## src/sv/sabb_div.sv

```systemverilog
`timescale 1ns / 1ps
// ----------------------------------------------------------------------------
// sabb_div
// Pipelined restoring divider, one quotient bit per register stage.
// ----------------------------------------------------------------------------
module sabb_div #(
  parameter int NUM_W = 25,
  parameter int DEN_W = 13,
  parameter int Q_W   = 13
) (
  input  logic             clk,
  input  logic [NUM_W-1:0] num_i,
  input  logic [DEN_W-1:0] den_i,
  output logic [Q_W-1:0]   quo_o
);
  localparam int CW = NUM_W + DEN_W + Q_W;

  logic [NUM_W-1:0] rem_r [Q_W];
  logic [Q_W-1:0]   quo_r [Q_W];
  logic [DEN_W-1:0] den_r [Q_W];

  for (genvar i = 0; i < Q_W; i++) begin : g_stage
    logic [NUM_W-1:0] rem_in;
    logic [Q_W-1:0]   quo_in;
    logic [DEN_W-1:0] den_in;
    logic [CW-1:0]    trial;
    logic [NUM_W-1:0] rem_nxt;
    logic [Q_W-1:0]   quo_nxt;

    if (i == 0) begin : g_first
      assign rem_in = num_i;
      assign quo_in = '0;
      assign den_in = den_i;
    end else begin : g_next
      assign rem_in = rem_r[i-1];
      assign quo_in = quo_r[i-1];
      assign den_in = den_r[i-1];
    end

    always_comb begin
      trial   = CW'(den_in) << (Q_W - 1 - i);
      rem_nxt = rem_in;
      quo_nxt = quo_in;
      if (CW'(rem_in) >= trial) begin
        rem_nxt = rem_in - trial[NUM_W-1:0];
        quo_nxt[Q_W-1-i] = 1'b1;
      end
    end

    always_ff @(posedge clk) begin
      rem_r[i] <= rem_nxt;
      quo_r[i] <= quo_nxt;
      den_r[i] <= den_in;
    end
  end

  assign quo_o = quo_r[Q_W-1];

endmodule

```

## config.mk

```make
export PLATFORM = sky130hd
export DESIGN_NAME = sabb_div
export DESIGN_NICKNAME = d
export VERILOG_FILES = /design/src/sv/sabb_div.sv
export SDC_FILE = /design/constraint.sdc
export NUM_CORES = 1
export LEC_CHECK = 0
export BUFFER_PORTS_ARGS = -buffer_cell sky130_fd_sc_hd__clkbuf_2
export CORE_UTILIZATION = 60
export DETAILED_ROUTE_END_ITERATION = 8
export PLACE_DENSITY = 0.74
export SETUP_SLACK_MARGIN = 0.05
export SYNTH_ARGS = -nofsm -noshare
export SYNTH_HDL_FRONTEND = slang
export SYNTH_SLANG_ARGS = --single-unit
```

## constraint.sdc

```tcl
create_clock -name clk -period 5.9 [get_ports clk]
set_clock_uncertainty 0.15 [all_clocks]
set_input_delay 0 -clock clk [delete_from_list [all_inputs] [get_ports clk]]
set_output_delay 0 -clock clk [all_outputs]
set_load 0.1 [all_outputs]
```

======== Word level (Yosys, flattened, before mapping) ========
Memories as Yosys holds them, arrays and structs flattened.
Cells that the tools add are included.
operators by class
  $lt $le $gt $ge ......................... 13
  shifts and indexed selects .............. 0
  eq/ne operators ......................... 0
  bitwise operators ....................... 0
  multiplexer cells ....................... 26
  add/sub/neg operators ................... 13
  div/mod/pow operators ................... 0
  multipliers ............................. 0
  reduce and logical (&&, ||, !) cells .... 0
operators with widths
  cell                                          number
  2-to-1 mux 25 bit                             13
  greater-or-equal comparator 25 x 13 -> 1 bit  1
  greater-or-equal comparator 25 x 14 -> 1 bit  1
  greater-or-equal comparator 25 x 15 -> 1 bit  1
  greater-or-equal comparator 25 x 16 -> 1 bit  1
  greater-or-equal comparator 25 x 17 -> 1 bit  1
  greater-or-equal comparator 25 x 18 -> 1 bit  1
  greater-or-equal comparator 25 x 19 -> 1 bit  1
  greater-or-equal comparator 25 x 20 -> 1 bit  1
  greater-or-equal comparator 25 x 21 -> 1 bit  1
  greater-or-equal comparator 25 x 22 -> 1 bit  1
  greater-or-equal comparator 25 x 23 -> 1 bit  1
  greater-or-equal comparator 25 x 24 -> 1 bit  1
  greater-or-equal comparator 25 bit            1
  subtractor 25 x 13 -> 25 bit                  1
  subtractor 25 x 14 -> 25 bit                  1
  subtractor 25 x 15 -> 25 bit                  1
  subtractor 25 x 16 -> 25 bit                  1
  subtractor 25 x 17 -> 25 bit                  1
  subtractor 25 x 18 -> 25 bit                  1
  subtractor 25 x 19 -> 25 bit                  1
  subtractor 25 x 20 -> 25 bit                  1
  subtractor 25 x 21 -> 25 bit                  1
  subtractor 25 x 22 -> 25 bit                  1
  4 further kinds                               16
storage, ports and cells
  bits in latches ......................... 0
  memories ................................ 3
  bits in writable memories ............... 663
  word-level logic and storage cells ...... 55
  register bits after elaboration ......... 0
  input bits .............................. 39
  output and inout bits ................... 13
  memory bits (read-only) ................. 0
memory list
  name   depth  width  rd ports  clocked after memory_dff  wr ports  line  source
  rem_r  13     25     12        0                         13        18    logic [NUM_W-1:0] rem_r [Q_W];
  den_r  13     13     12        0                         13        20    logic [DEN_W-1:0] den_r [Q_W];
  quo_r  13     13     13        0                         13        19    logic [Q_W-1:0] quo_r [Q_W];

======== Depth between registers and ports, before layout ========
An unclocked memory read counts as a cell.
  depth after elaboration ................. 3
  mapped depth ............................ 13
  gate-level depth less buffers ........... 11

======== Worst setup path before layout ========
OpenSTA, ideal clock, no wires.
  kind .................................... reg-to-reg
  from .................................... memory rem_r[2][9]
  to ...................................... memory rem_r[3][22]
  required time ........................... 5.678 ns
  data arrival time ....................... 2.646 ns
  cell stages (with the launch flop) ...... 14
  buffers on the path ..................... 2
  period minus slack after synthesis ...... 2.869 ns
  setup slack ............................. 3.031 ns
  library setup time ...................... 0.072 ns
  cell sequence ........................... dfxtp_1 -> inv_1 -> ha_1 -> inv_1 -> fa_1 -> a21oi_1 -> nor2b_1 -> o31a_1 -> o41a_1 -> a311o_1 -> clkbuf_1 -> clkbuf_1 -> nand3_1 -> xnor2_1
RTL lines
  item             line
  start, declared  18

==> flow_summary.yaml <==
cells_and_area:
  final_cell_area_mm2: 0.0258
  syn_to_final_growth_pct: 14.2
  n_antenna_cell: 0
  final_cell_mix: "dfxtp_1, inv_1, ha_1, nor2_1, a21oi_1"
  finish.utilization: 0.700
  nets: 2610
  final_common_cell: "dfxtp_1"
  drive_gt1_frac: 0.0979
logic_synthesis:
  synth_nets: 2463
  ys_top_cells_by_area: "dfxtp_1, ha_1, xnor2_1"
  muxShareOfSynthArea: 0.0352
  synth_xor_area_frac: 0.0613
  synth-async-reset-ratio: 0
  synth_compound_area_frac: 0.143
  synth_top_area_share: 0.485
  yosys_warnings: 0
  syn_area_mm2: 0.0226
  yosysSeqAreaShare: 0.485
  synth_area_leader_cell: "dfxtp_1"
  synthFlopType: "dfxtp_1"
  synthCells: 2243
  synthAdderAreaFrac: 0.104
  yosys.area_share.simple: 0.127
  synth_edf_count: 0
  ys_seq_elements: 547
  avgSynthCellArea_um2: 10.1
  synth_top_family_by_area: "compound AO/OA/AOI/OAI gates"
  synth_cell_types: 90
worst_setup_path:
  arrival_ps: 4010
  cp_data_required_time_ps: 6230
  critPathMaxFanout: 14
  critPathKind: "input port to register"
  end_kind: "register"
  critical_path.startpoint_type: "input port"
power:
  ir_drop_mv: 0.340
  powerDensity_mw_per_mm2: 549
  leakage_nw: 11.4
global_routing:
  grt_antenna_before_repair: 0
  grt_overflow_total: 0
  grt_pass1_vias: 16985
  globalRouteTotalUtil: 0.266
  grt_max_degree: 30
  grt_pass1_wl_um: 82600
floorplanning:
  initial_core_util: 0.613
  rows: 70
  chipWidth_um: 196
  core-area_mm2: 0.0368
  die_h_um: 196
  dieArea_mm2: 0.0384
  ioPinCount: 52
clock_tree:
  clockBufferDepth: 3
  clk_latency_ps: 620
  cts_sinks: 547
  numCtsBuffers: 53
  post_cts_resized: 0
  post_cts_buffers: 0
  path_clk_slew_ps: 60
  h-tree-depth: 2
  clockRootBuffer: "clkbuf_16"
  cts_tree: "built"
timing:
  setup_viol: 0
  finalHoldViolCount: 0
  slew_violations: 0
  timing.fmax_ghz: 0.272
  finalSetupTns_ps: 0
  period_share: 0.623
  worst_pin_slew_ps: 1110
  fin_crit_ps: 3670
  relSlewSlack: 0.262
  grt_setup_unrepaired: "false"
routing:
  drtAntennaViolNets: 0
  wl_um: 50400
  vias: 16442
  vias_per_cell: 5.67
  drt-pass1-iter-count: 7
  wire_per_inst_um: 17.4
  drc: 0
  first_iter_violations: 927
placed_design:
  post_dp_cell_area_mm2: 0.0233
  io_buffer_count: 51
  hpwl_um: 36600
  place.gp.congestion: 0.908
status:
  status: "complete, no violations"
hold_path:
  hold_path_class: "input port to register"
flow_run:
  drv_cap: 0
## per-stage QoR
step	total power, mW	hold WS [ps]	std cells	setup slack (ps)
6_report	14.1	54.5	2898	2230
5_1_grt	15.1	45.9	2898	2020
2_1_floorplan	9.40	-122	2243	3030
3_3_place_gp	10.5	-32.7	2735	2600
3_5_place_dp	10.6	-30.5	2735	2580
4_1_cts	14.1	15.7	2898	2360
## synth_stat cells (7+ instances only)
| cell type | n |
|---|---|
| nor2b_1 | 27 |
| clkbuf_1 | 20 |
| or2_2 | 11 |
| nor3_1 | 45 |
| nand3b_1 | 7 |
| or3_1 | 21 |
| inv_1 | 214 |
| nand4b_1 | 10 |
| a21o_1 | 43 |
| o21a_1 | 38 |
| a211oi_1 | 17 |
| xnor2_1 | 95 |
| o21bai_1 | 10 |
| nand3_1 | 45 |
| nand4_1 | 16 |
| nor4_1 | 28 |
| ha_1 | 169 |
| o21ai_0 | 111 |
| mux2i_1 | 8 |
| xor2_1 | 63 |
| or4_1 | 16 |
| a21oi_1 | 127 |
| nor4b_1 | 8 |
| dfxtp_1 | 547 |
| o31ai_1 | 12 |
| fa_1 | 12 |
| nand2b_1 | 18 |
| nor2_1 | 153 |
| and2_1 | 9 |
| o211ai_1 | 15 |
| mux2_2 | 61 |
| nand2_1 | 100 |
| o31a_1 | 18 |
| a31oi_1 | 16 |
| and3_1 | 9 |
| a21boi_0 | 8 |
## path summary, 6_finish.rpt
check	endpoint	depth (start not counted)	from	slack, ps
min reg2reg	quo_r[4][23]	0	quo_r[4][10]	170
max reg2reg	rem_r[11][23]	10	den_r[2][26]	2490
min	rem_r[0][20]	3	num_i[20]	50
max	rem_r[0][15]	12	den_i[1]	2230
## worst max-delay path: stages
cell,delay (ps)
dlygate4sd3_1,530
clkbuf_2,140
inv_1,50
ha_1,280
nor2b_1,210
o31ai_2,130
a2111oi_0,620
or3_1,260
nor4b_2,70
o21ai_2,720
mux2_2,420
dlygate4sd3_1,570
## power breakdown
part / switching [mW] / internal (mW) / leakage (nW)
combinational: 2.85 / 2.44 / 5.90
clock: 1.42 / 2.01 / 0.877
sequential: 0.688 / 4.72 / 4.60
total: 4.96 / 9.17 / 11.4
## metal layers
metal  share of wire  up-vias  GRT usage  wire length [um]
met4           0.032        0      0.101              1610
met2            0.54      329      0.522             27000
met1            0.40     7850      0.281             19900
met3           0.036      119     0.0421              1800
li1                -     8144          -                 -
met5               0        -          0                 0
## cell families (layout without fill, tap and decap cells)
group | Yosys count | after routing
XOR/XNOR | 158 | 158
adder cells (fa/ha/maj) | 181 | 181
AO/OA/AOI/OAI | 487 | 487
AND/OR/NAND/NOR | 551 | 551
flip-flops | 547 | 547
buffers and inverters | 248 | 435
multiplexers | 71 | 71
## sequential cells by signal, summed over array words and instances, names as in the netlist
| name | count |
|---|---|
| rem_r | 300 |
| quo_r | 91 |
| den_r | 156 |
## area by class of cell
cell class                      count  area (um^2)
Clock buffer                       74         1510
Clock inverter                     21          309
Multi-Input combinational cell   1448        10600
Fill cell                        2679        11000
Tap cell                          468          586
Timing Repair Buffer              124          973
Inverter                          216          811
Sequential cell                   547        11000
## timing repair
item / CTS / global route
hold buffers: 68 / 0
setup endpoints to repair: 0 / 0
hold endpoints to repair: 39 / 0
(Power assumes the default switching activity.)
