`src/sv/sabb_pkg.sv`:
```
`timescale 1ns / 1ps
// ----------------------------------------------------------------------------
// sabb_pkg
// Shared types, codes and helpers of the scaled alpha bitmap blit unit.
// ----------------------------------------------------------------------------
package sabb_pkg;

  localparam logic OP_LOAD = 1'b0;
  localparam logic OP_PLOT = 1'b1;

  localparam int CFG_IDX_W = 3;

  typedef enum logic [CFG_IDX_W-1:0] {
    REG_SOURCE_SIZE   = 3'd0,
    REG_TARGET_SIZE   = 3'd1,
    REG_TARGET_ORIGIN = 3'd2,
    REG_BACKGROUND    = 3'd3,
    REG_CLIP_MIN      = 3'd4,
    REG_CLIP_MAX      = 3'd5,
    REG_FRAME_SIZE    = 3'd6,
    REG_UNUSED        = 3'd7
  } cfg_reg_t;

  localparam logic [31:0] SIZE_RESET  = 32'd4194368;
  localparam logic [31:0] FRAME_RESET = 32'd268439552;

  localparam logic [7:0]  ALPHA_OPAQUE = 8'hFF;
  localparam logic [7:0]  ALPHA_CLEAR  = 8'h00;
  localparam logic [16:0] RECIP_255    = 17'd32897;

  // item state traveling down the pipeline beside the valid bit
  typedef struct packed {
    logic        op;
    logic        ok;
    logic [11:0] load_index;
    logic [31:0] load_word;
    logic [23:0] addr;
  } meta_t;

  // exact x / 255 for 16-bit x whose quotient fits in 8 bits
  function automatic logic [7:0] div255(input logic [15:0] x);
    logic [32:0] p;
    p = {17'd0, x} * {16'd0, RECIP_255};
    return p[30:23];
  endfunction

endpackage

```
`src/sv/sabb_blend.sv`:
```
`timescale 1ns / 1ps
// ----------------------------------------------------------------------------
// sabb_blend
// Two-stage alpha blend of a source pixel over the background colour.
// ----------------------------------------------------------------------------
module sabb_blend (
  input  logic        clk,
  input  logic [31:0] col_i,
  input  logic [23:0] bg_i,
  output logic [31:0] colour_o,
  output logic        clear_o
);
  import sabb_pkg::*;

  logic [15:0] pc_r [3];
  logic [15:0] pb_r [3];
  logic [31:0] col_r;
  logic [7:0]  alpha;
  logic [7:0]  inv;
  logic [31:0] colour_r;
  logic [31:0] colour_nxt;
  logic        clear_r;
  logic [8:0]  sum [3];

  assign alpha = col_i[31:24];
  assign inv   = ALPHA_OPAQUE - alpha;

  always_ff @(posedge clk) begin
    for (int c = 0; c < 3; c++) begin
      pc_r[c] <= {8'd0, col_i[8*c +: 8]} * {8'd0, alpha};
      pb_r[c] <= {8'd0, bg_i[8*c +: 8]} * {8'd0, inv};
    end
    col_r <= col_i;
  end

  always_comb begin
    for (int c = 0; c < 3; c++) begin
      sum[c] = {1'b0, div255(pc_r[c])} + {1'b0, div255(pb_r[c])};
    end
    if (col_r[31:24] == ALPHA_OPAQUE) begin
      colour_nxt = col_r;
    end else begin
      colour_nxt = {ALPHA_OPAQUE, sum[2][7:0], sum[1][7:0], sum[0][7:0]};
    end
  end

  always_ff @(posedge clk) begin
    colour_r <= colour_nxt;
    clear_r  <= (col_r[31:24] == ALPHA_CLEAR);
  end

  assign colour_o = colour_r;
  assign clear_o  = clear_r;

endmodule

```
`config.mk`:
```
export PLATFORM = sky130hd
export DESIGN_NAME = sabb_blend
export DESIGN_NICKNAME = d
export VERILOG_FILES = /design/src/sv/sabb_pkg.sv /design/src/sv/sabb_blend.sv
export SDC_FILE = /design/constraint.sdc
export NUM_CORES = 1
export LEC_CHECK = 0
export ABC_AREA = 1
export BUFFER_PORTS_ARGS = -buffer_cell sky130_fd_sc_hd__clkbuf_2
export CAP_MARGIN = 20
export CORE_MARGIN = 5
export CORE_UTILIZATION = 45
export DETAILED_ROUTE_END_ITERATION = 10
export PLACE_DENSITY = 0.68
export SLEW_MARGIN = 5
export SYNTH_ARGS = -nofsm -noshare
export SYNTH_HDL_FRONTEND = slang
export SYNTH_SLANG_ARGS = --single-unit
```
`constraint.sdc`:
```
create_clock -name clk -period 4.7 [get_ports clk]
set_clock_uncertainty 0.05 [all_clocks]
set_input_delay 0.94 -clock clk [delete_from_list [all_inputs] [get_ports clk]]
set_output_delay 0.94 -clock clk [all_outputs]
set_load 0.1 [all_outputs]
```
[Yosys cells after proc, flatten, opt, wreduce, memory -nomap -nowiden]
Memories as Yosys holds them, arrays and structs flattened.
Cells that the tools add are included.
Word-level totals
  input port bits: 57
  memory bits (writable): 96
  register bits after elaboration: 65
  memories kept: 2
  logic and storage cells: 25
Cells by class
  multiplexer cells: 1
  eq/ne operators: 1
  reductions and logical operators: 1
  $add $sub $neg: 4
  $mul: 12
Memory list
  pb_r: depth 3, bits a word 16, rd ports 3, clocked after Yosys merged registers in 0, write ports 3, RTL line sabb_blend.sv:16  | logic [15:0] pb_r [3];
  pc_r: depth 3, bits a word 16, rd ports 3, clocked after Yosys merged registers in 0, write ports 3, RTL line sabb_blend.sv:15  | logic [15:0] pc_r [3];
Operators with widths (count)
  multiplier 16 x 16 -> 31 bit, second input constant: 6
  multiplier 8 x 8 -> 16 bit: 6
  adder 8 bit: 3
  2-to-1 mux 24 bit: 1
  == test 8 bit, second input constant: 1
  zero test 8 bit: 1
  subtractor 8 bit, first input constant: 1

[Longest topological paths before layout]
An unclocked memory read counts as a cell.
  depth after elaboration: 4
  depth in mapped cells: 24

[Worst setup path before layout]
OpenSTA, ideal clock, no wires.
  path type: input to register
  start: in col_i[26]
  end: mem pb_r[0][13]
  slack: -0.368 ns
  arrival: 4.893 ns
  cell stages on the path: 18
  library setup time: 0.125 ns
  path buffers: 2
  cell sequence: clkbuf_1 -> clkbuf_1 -> nor2_1 -> fa_1 -> inv_1 -> fa_1 -> inv_1 -> fa_1 -> inv_1 -> fa_1 -> inv_1 -> ha_1 -> nand2_1 -> o21ai_0 -> nor2_1 -> o21ai_0 -> a31oi_1 -> xor2_1
RTL lines
  start: declaration: RTL line sabb_blend.sv:8  | input logic [31:0] col_i,
  end: declaration: RTL line sabb_blend.sv:16

==> reports/summary.md <==
The flow ran to the end, and the final reports show no timing, DRC or antenna violations. The most area-hungry cell type in the Yosys netlist is sky130_fd_sc_hd__ha_1. Counting cells, the worst reg-to-reg path comes to 22.

For this design the top-level I/O count stands at 90. The net count of the finished layout was 4575; the number of gates resized after CTS was 0. The sequential power share is 0.124, and the headroom to the max-slew limit is 0.585.

Across the run, the number of max-cap violations was 0. The overall die width is 251 um. Setup repair after global routing left no endpoint under its margin. By area, the combinational part of the netlist is dominated by adder cells. The fraction of the mapped netlist area in adder cells works out to 0.465. On the critical path the largest part of the delay comes from adder cells.

The combined global-route utilization of all metal layers is 0.207, and the critical path's largest stage delay is 0.54 ns. The detail route stage leaves a number of antenna-violating nets equal to 0. Input and output buffers added on the ports amount to 89.

The internal power of the cells totals 9.29 mW. At the end of routability-driven placement, the weighted congestion stood at 0.912. The switching fraction of total power came out at 0.542. The critical path goes through clkbuf_2, buf_4, nand2_1, inv_1, fa_1, inv_1, fa_1, inv_1, fa_1, inv_1, fa_1, inv_1, ha_1, nand2_1, inv_1, nand2_1, nand2_1, nand2_1, nand2_1, a31oi_1, xor2_1. STA classifies the critical path endpoint as a flip-flop. The async set-reset flop share out of synthesis was 0.

The number of DRC violations after detailed routing came out at 0. The number of antenna diodes in the final layout is 0. The tools report the Yosys warning count as 0.

Setup violations remaining at the end of the flow were counted as 0. The part of the total power dissipated in the clock network is 0.070, and the static leakage power is 18.1 nW. Wires add up to 63.2 mm.

Summing every instance area after synthesis gives 26100 um2. For the sum of negative setup slack, the log shows 0 ns. The die covers 63000 um2. Summed over all layers, the global routing overflow is 0.

For the net switching power of the design, the log shows 11.0 mW. In the synthesized netlist the dominant register cell turns out to be sky130_fd_sc_hd__dfxtp_1. The top-area cell type share of the netlist area is 0.297. The post-synthesis compound-gate area fraction was 0.0647; the required time of the critical path was 5.06 ns. The combinational cell fraction of total power is 0.806.

In this run, post-CTS hold repair placed 0 buffers. The share of the yosys chip area belonging to registers came out at 0.123. The vertical die dimension was 251 um; the portion of netlist area occupied by mux cells was 0.

Ranked by total cell area, the synthesized netlist is headed by sky130_fd_sc_hd__ha_1 30%, sky130_fd_sc_hd__fa_1 17%, sky130_fd_sc_hd__dfxtp_1 12%. The post-synthesis sequential element count works out to 161. The fraction of final layout cells sized beyond drive strength 1 is 0.102, and the total power is 20.3 mW. The tools report the capturing element of the worst setup path as pc_r[0][45]. The share of the clock period used by the worst path after layout came out at 0.935. Clock-pin slew was measured on the worst setup and hold paths at 0.07 ns. The tools report the number of setup buffers added after CTS as 0.

The path class of the tightest hold or removal check is flip-flop to flip-flop. In this run the worst setup path begins at col_i[26]. The maximum fanout along the worst path was 15; the synthesized area divided by synthesized cell count was 7.63 um2. Final critical path time including I/O delays and setup: 4.39 ns. The H-tree generated during clock tree synthesis spans 4 levels.

The synthesized design contains 0 enable-type register cells. Detailed placement ended at an HPWL of 55.0 mm. The power density relative to cell area was 686 nW/um2.

The tree is rooted in a sky130_fd_sc_hd__clkbuf_16. The number of slew-limit violations in the final report came out at 0. Vias after detailed routing: 21915. VDD sags by at most 0.737 mV. After detailed routing, the number of vias per cell comes to 4.92. The reg-to-reg setup timing slack was 0.34 ns. The final-report hold violation count came out at 0.

The critical path start-end classification was primary input to flip-flop. The combined buffer and inverter count along the critical path is 8. The first global-routing pass estimated 108 mm of wire.

Per-cell routed wire length: 14.2 um. Initial DRC count: 1169. In this run, CTS created clock tree buffers numbering 17. At the later pin of the worst-skew pair, clock insertion delay measures 0.50 ns. STA puts the critical path data arrival time at 4.75 ns. TritonCTS built the clock tree. After floorplanning, the core was divided into 88 placement rows.

The core occupancy in the finished layout was 0.514; the instance count of the mapped netlist was 3424. The launching element type of the critical path is a primary input. The number of global-route vias before repair is 22271, and the number of distinct library cells after synthesis is 50. The worst hold path begins at col_r[1]. Timing would allow up to 228 MHz. The pin count of the biggest net entering global routing was 30; the transition time at the pin with the least slew margin was 0.621 ns. The number of cells on the critical path works out to 21. The launch point of the worst reg-to-reg path is pb_r[0][21]. CTS saw 161 sinks. For this design, the slowest cell found on the critical path is sky130_fd_sc_hd__fa_1.

The deepest clock path buffer count was 2; the initial core utilization was 0.454. The pre-antenna-repair detailed-routing pass consisted of 6 iterations. The run gives 0 as the initial antenna violation count. Destination of the worst register-to-register timing path: colour_o[13]. The placeable core region came out at 57600 um2.

Synthesized-area fraction occupied by xor and xnor cells: 0.0462. The area growth from synthesis to layout works out to 13.3%. The simple-gate share of the synthesized area is 0.190.
-- cells by family (layout without fill, tap and decap cells) --
logic type | after synthesis | after routing
AOI/OAI and AO/OA | 298 | 298
xor gates and xnor gates | 138 | 138
adders and majority gates | 840 | 840
buffers and inverters | 762 | 1022
DFF | 161 | 161
other | 1 | 8
and+or+nand+nor | 1224 | 1224
-- layout by cell type, fill, tap and decap left out, types with 17 or more instances in the layout --
master / n
sky130_fd_sc_hd__nand2_1: 734
sky130_fd_sc_hd__inv_1: 693
sky130_fd_sc_hd__ha_1: 619
sky130_fd_sc_hd__nor2_1: 310
sky130_fd_sc_hd__fa_1: 219
sky130_fd_sc_hd__buf_4: 195
sky130_fd_sc_hd__dfxtp_1: 154
sky130_fd_sc_hd__a21oi_1: 143
sky130_fd_sc_hd__xor2_1: 113
sky130_fd_sc_hd__nand3_1: 91
sky130_fd_sc_hd__clkbuf_2: 89
sky130_fd_sc_hd__o21ai_0: 60
sky130_fd_sc_hd__nand4_1: 34
sky130_fd_sc_hd__a31oi_1: 25
sky130_fd_sc_hd__xnor2_1: 25
sky130_fd_sc_hd__a21o_1: 20
sky130_fd_sc_hd__nor3_1: 18
sky130_fd_sc_hd__clkbuf_16: 17
-- tightest hold or removal path: stages (launching register included) --
cell and delay (ns):
sky130_fd_sc_hd__dfxtp_1 0.31, sky130_fd_sc_hd__nand2_1 0.04, sky130_fd_sc_hd__nand2_1 0.04
-- through the flow --
stage	cell area (um2)	std cells	worst slack, ns	hold slack (ns)
finish	29600	4456	0.307	0.370
global route	29600	4456	0.00992	0.401
floorplan	26300	3431	-0.0564	0.346
detailed placement	29000	4424	-0.171	0.356
CTS	29600	4456	0.230	0.371
global placement	29000	4424	-0.119	0.351
-- layout make-up --
class | instances | area (um2)
Clock buffer | 18 | 429
Clock inverter | 14 | 146
Fill cell | 5571 | 28000
Inverter | 694 | 2610
Multi-Input combinational cell | 2508 | 20100
Sequential cell | 161 | 3230
Tap cell | 765 | 957
Timing Repair Buffer | 296 | 2150
-- flip-flops by register name, indices dropped and copies added (netlist names) --
register and count:
clear_o 1, col_r 32, colour_o 32, pb_r 48, pc_r 48
-- how the worst min path moves through the flow --
stage	endpoint	slack, ns	cells past startpoint
after floorplan	colour_o[0]	0.35	2
after global placement	colour_o[1]	0.35	2
after detailed placement	colour_o[9]	0.36	2
after CTS	colour_o[1]	0.37	2
after global routing	colour_o[1]	0.40	2
final	colour_o[1]	0.37	2
-- metal layers --
layer	GRT usage	vias up	routed length, um	part of all wire
met1	0.272	10102	29100	0.46
li1	-	11248	-	-
met5	0	-	0	0
met2	0.354	485	29400	0.47
met4	0.0499	0	1240	0.020
met3	0.0388	80	3470	0.055
-- Yosys cell counts, types with 18 or more instances --
master                     count
sky130_fd_sc_hd__nor2_1      310
sky130_fd_sc_hd__o21ai_0      67
sky130_fd_sc_hd__xnor2_1      25
sky130_fd_sc_hd__nor3_1       18
sky130_fd_sc_hd__inv_1       693
sky130_fd_sc_hd__a21o_1       20
sky130_fd_sc_hd__a31oi_1      25
sky130_fd_sc_hd__nand3_1      91
sky130_fd_sc_hd__ha_1        621
sky130_fd_sc_hd__nand4_1      34
sky130_fd_sc_hd__dfxtp_1     161
sky130_fd_sc_hd__fa_1        219
sky130_fd_sc_hd__nand2_1     734
sky130_fd_sc_hd__a21oi_1     146
sky130_fd_sc_hd__xor2_1      113
sky130_fd_sc_hd__clkbuf_1     39
-- power by group through the flow --
stage	Sequential (mW)	Combinational, mW	Clock [mW]
final	2.52	16.3	1.42
after global routing	2.58	18.8	1.51
after CTS	2.52	16.4	1.46
after detailed placement	2.55	16.2	0
after global placement	2.54	16.1	0
after floorplan	3.12	11.1	0
Power figures use the tool's default switching activity.
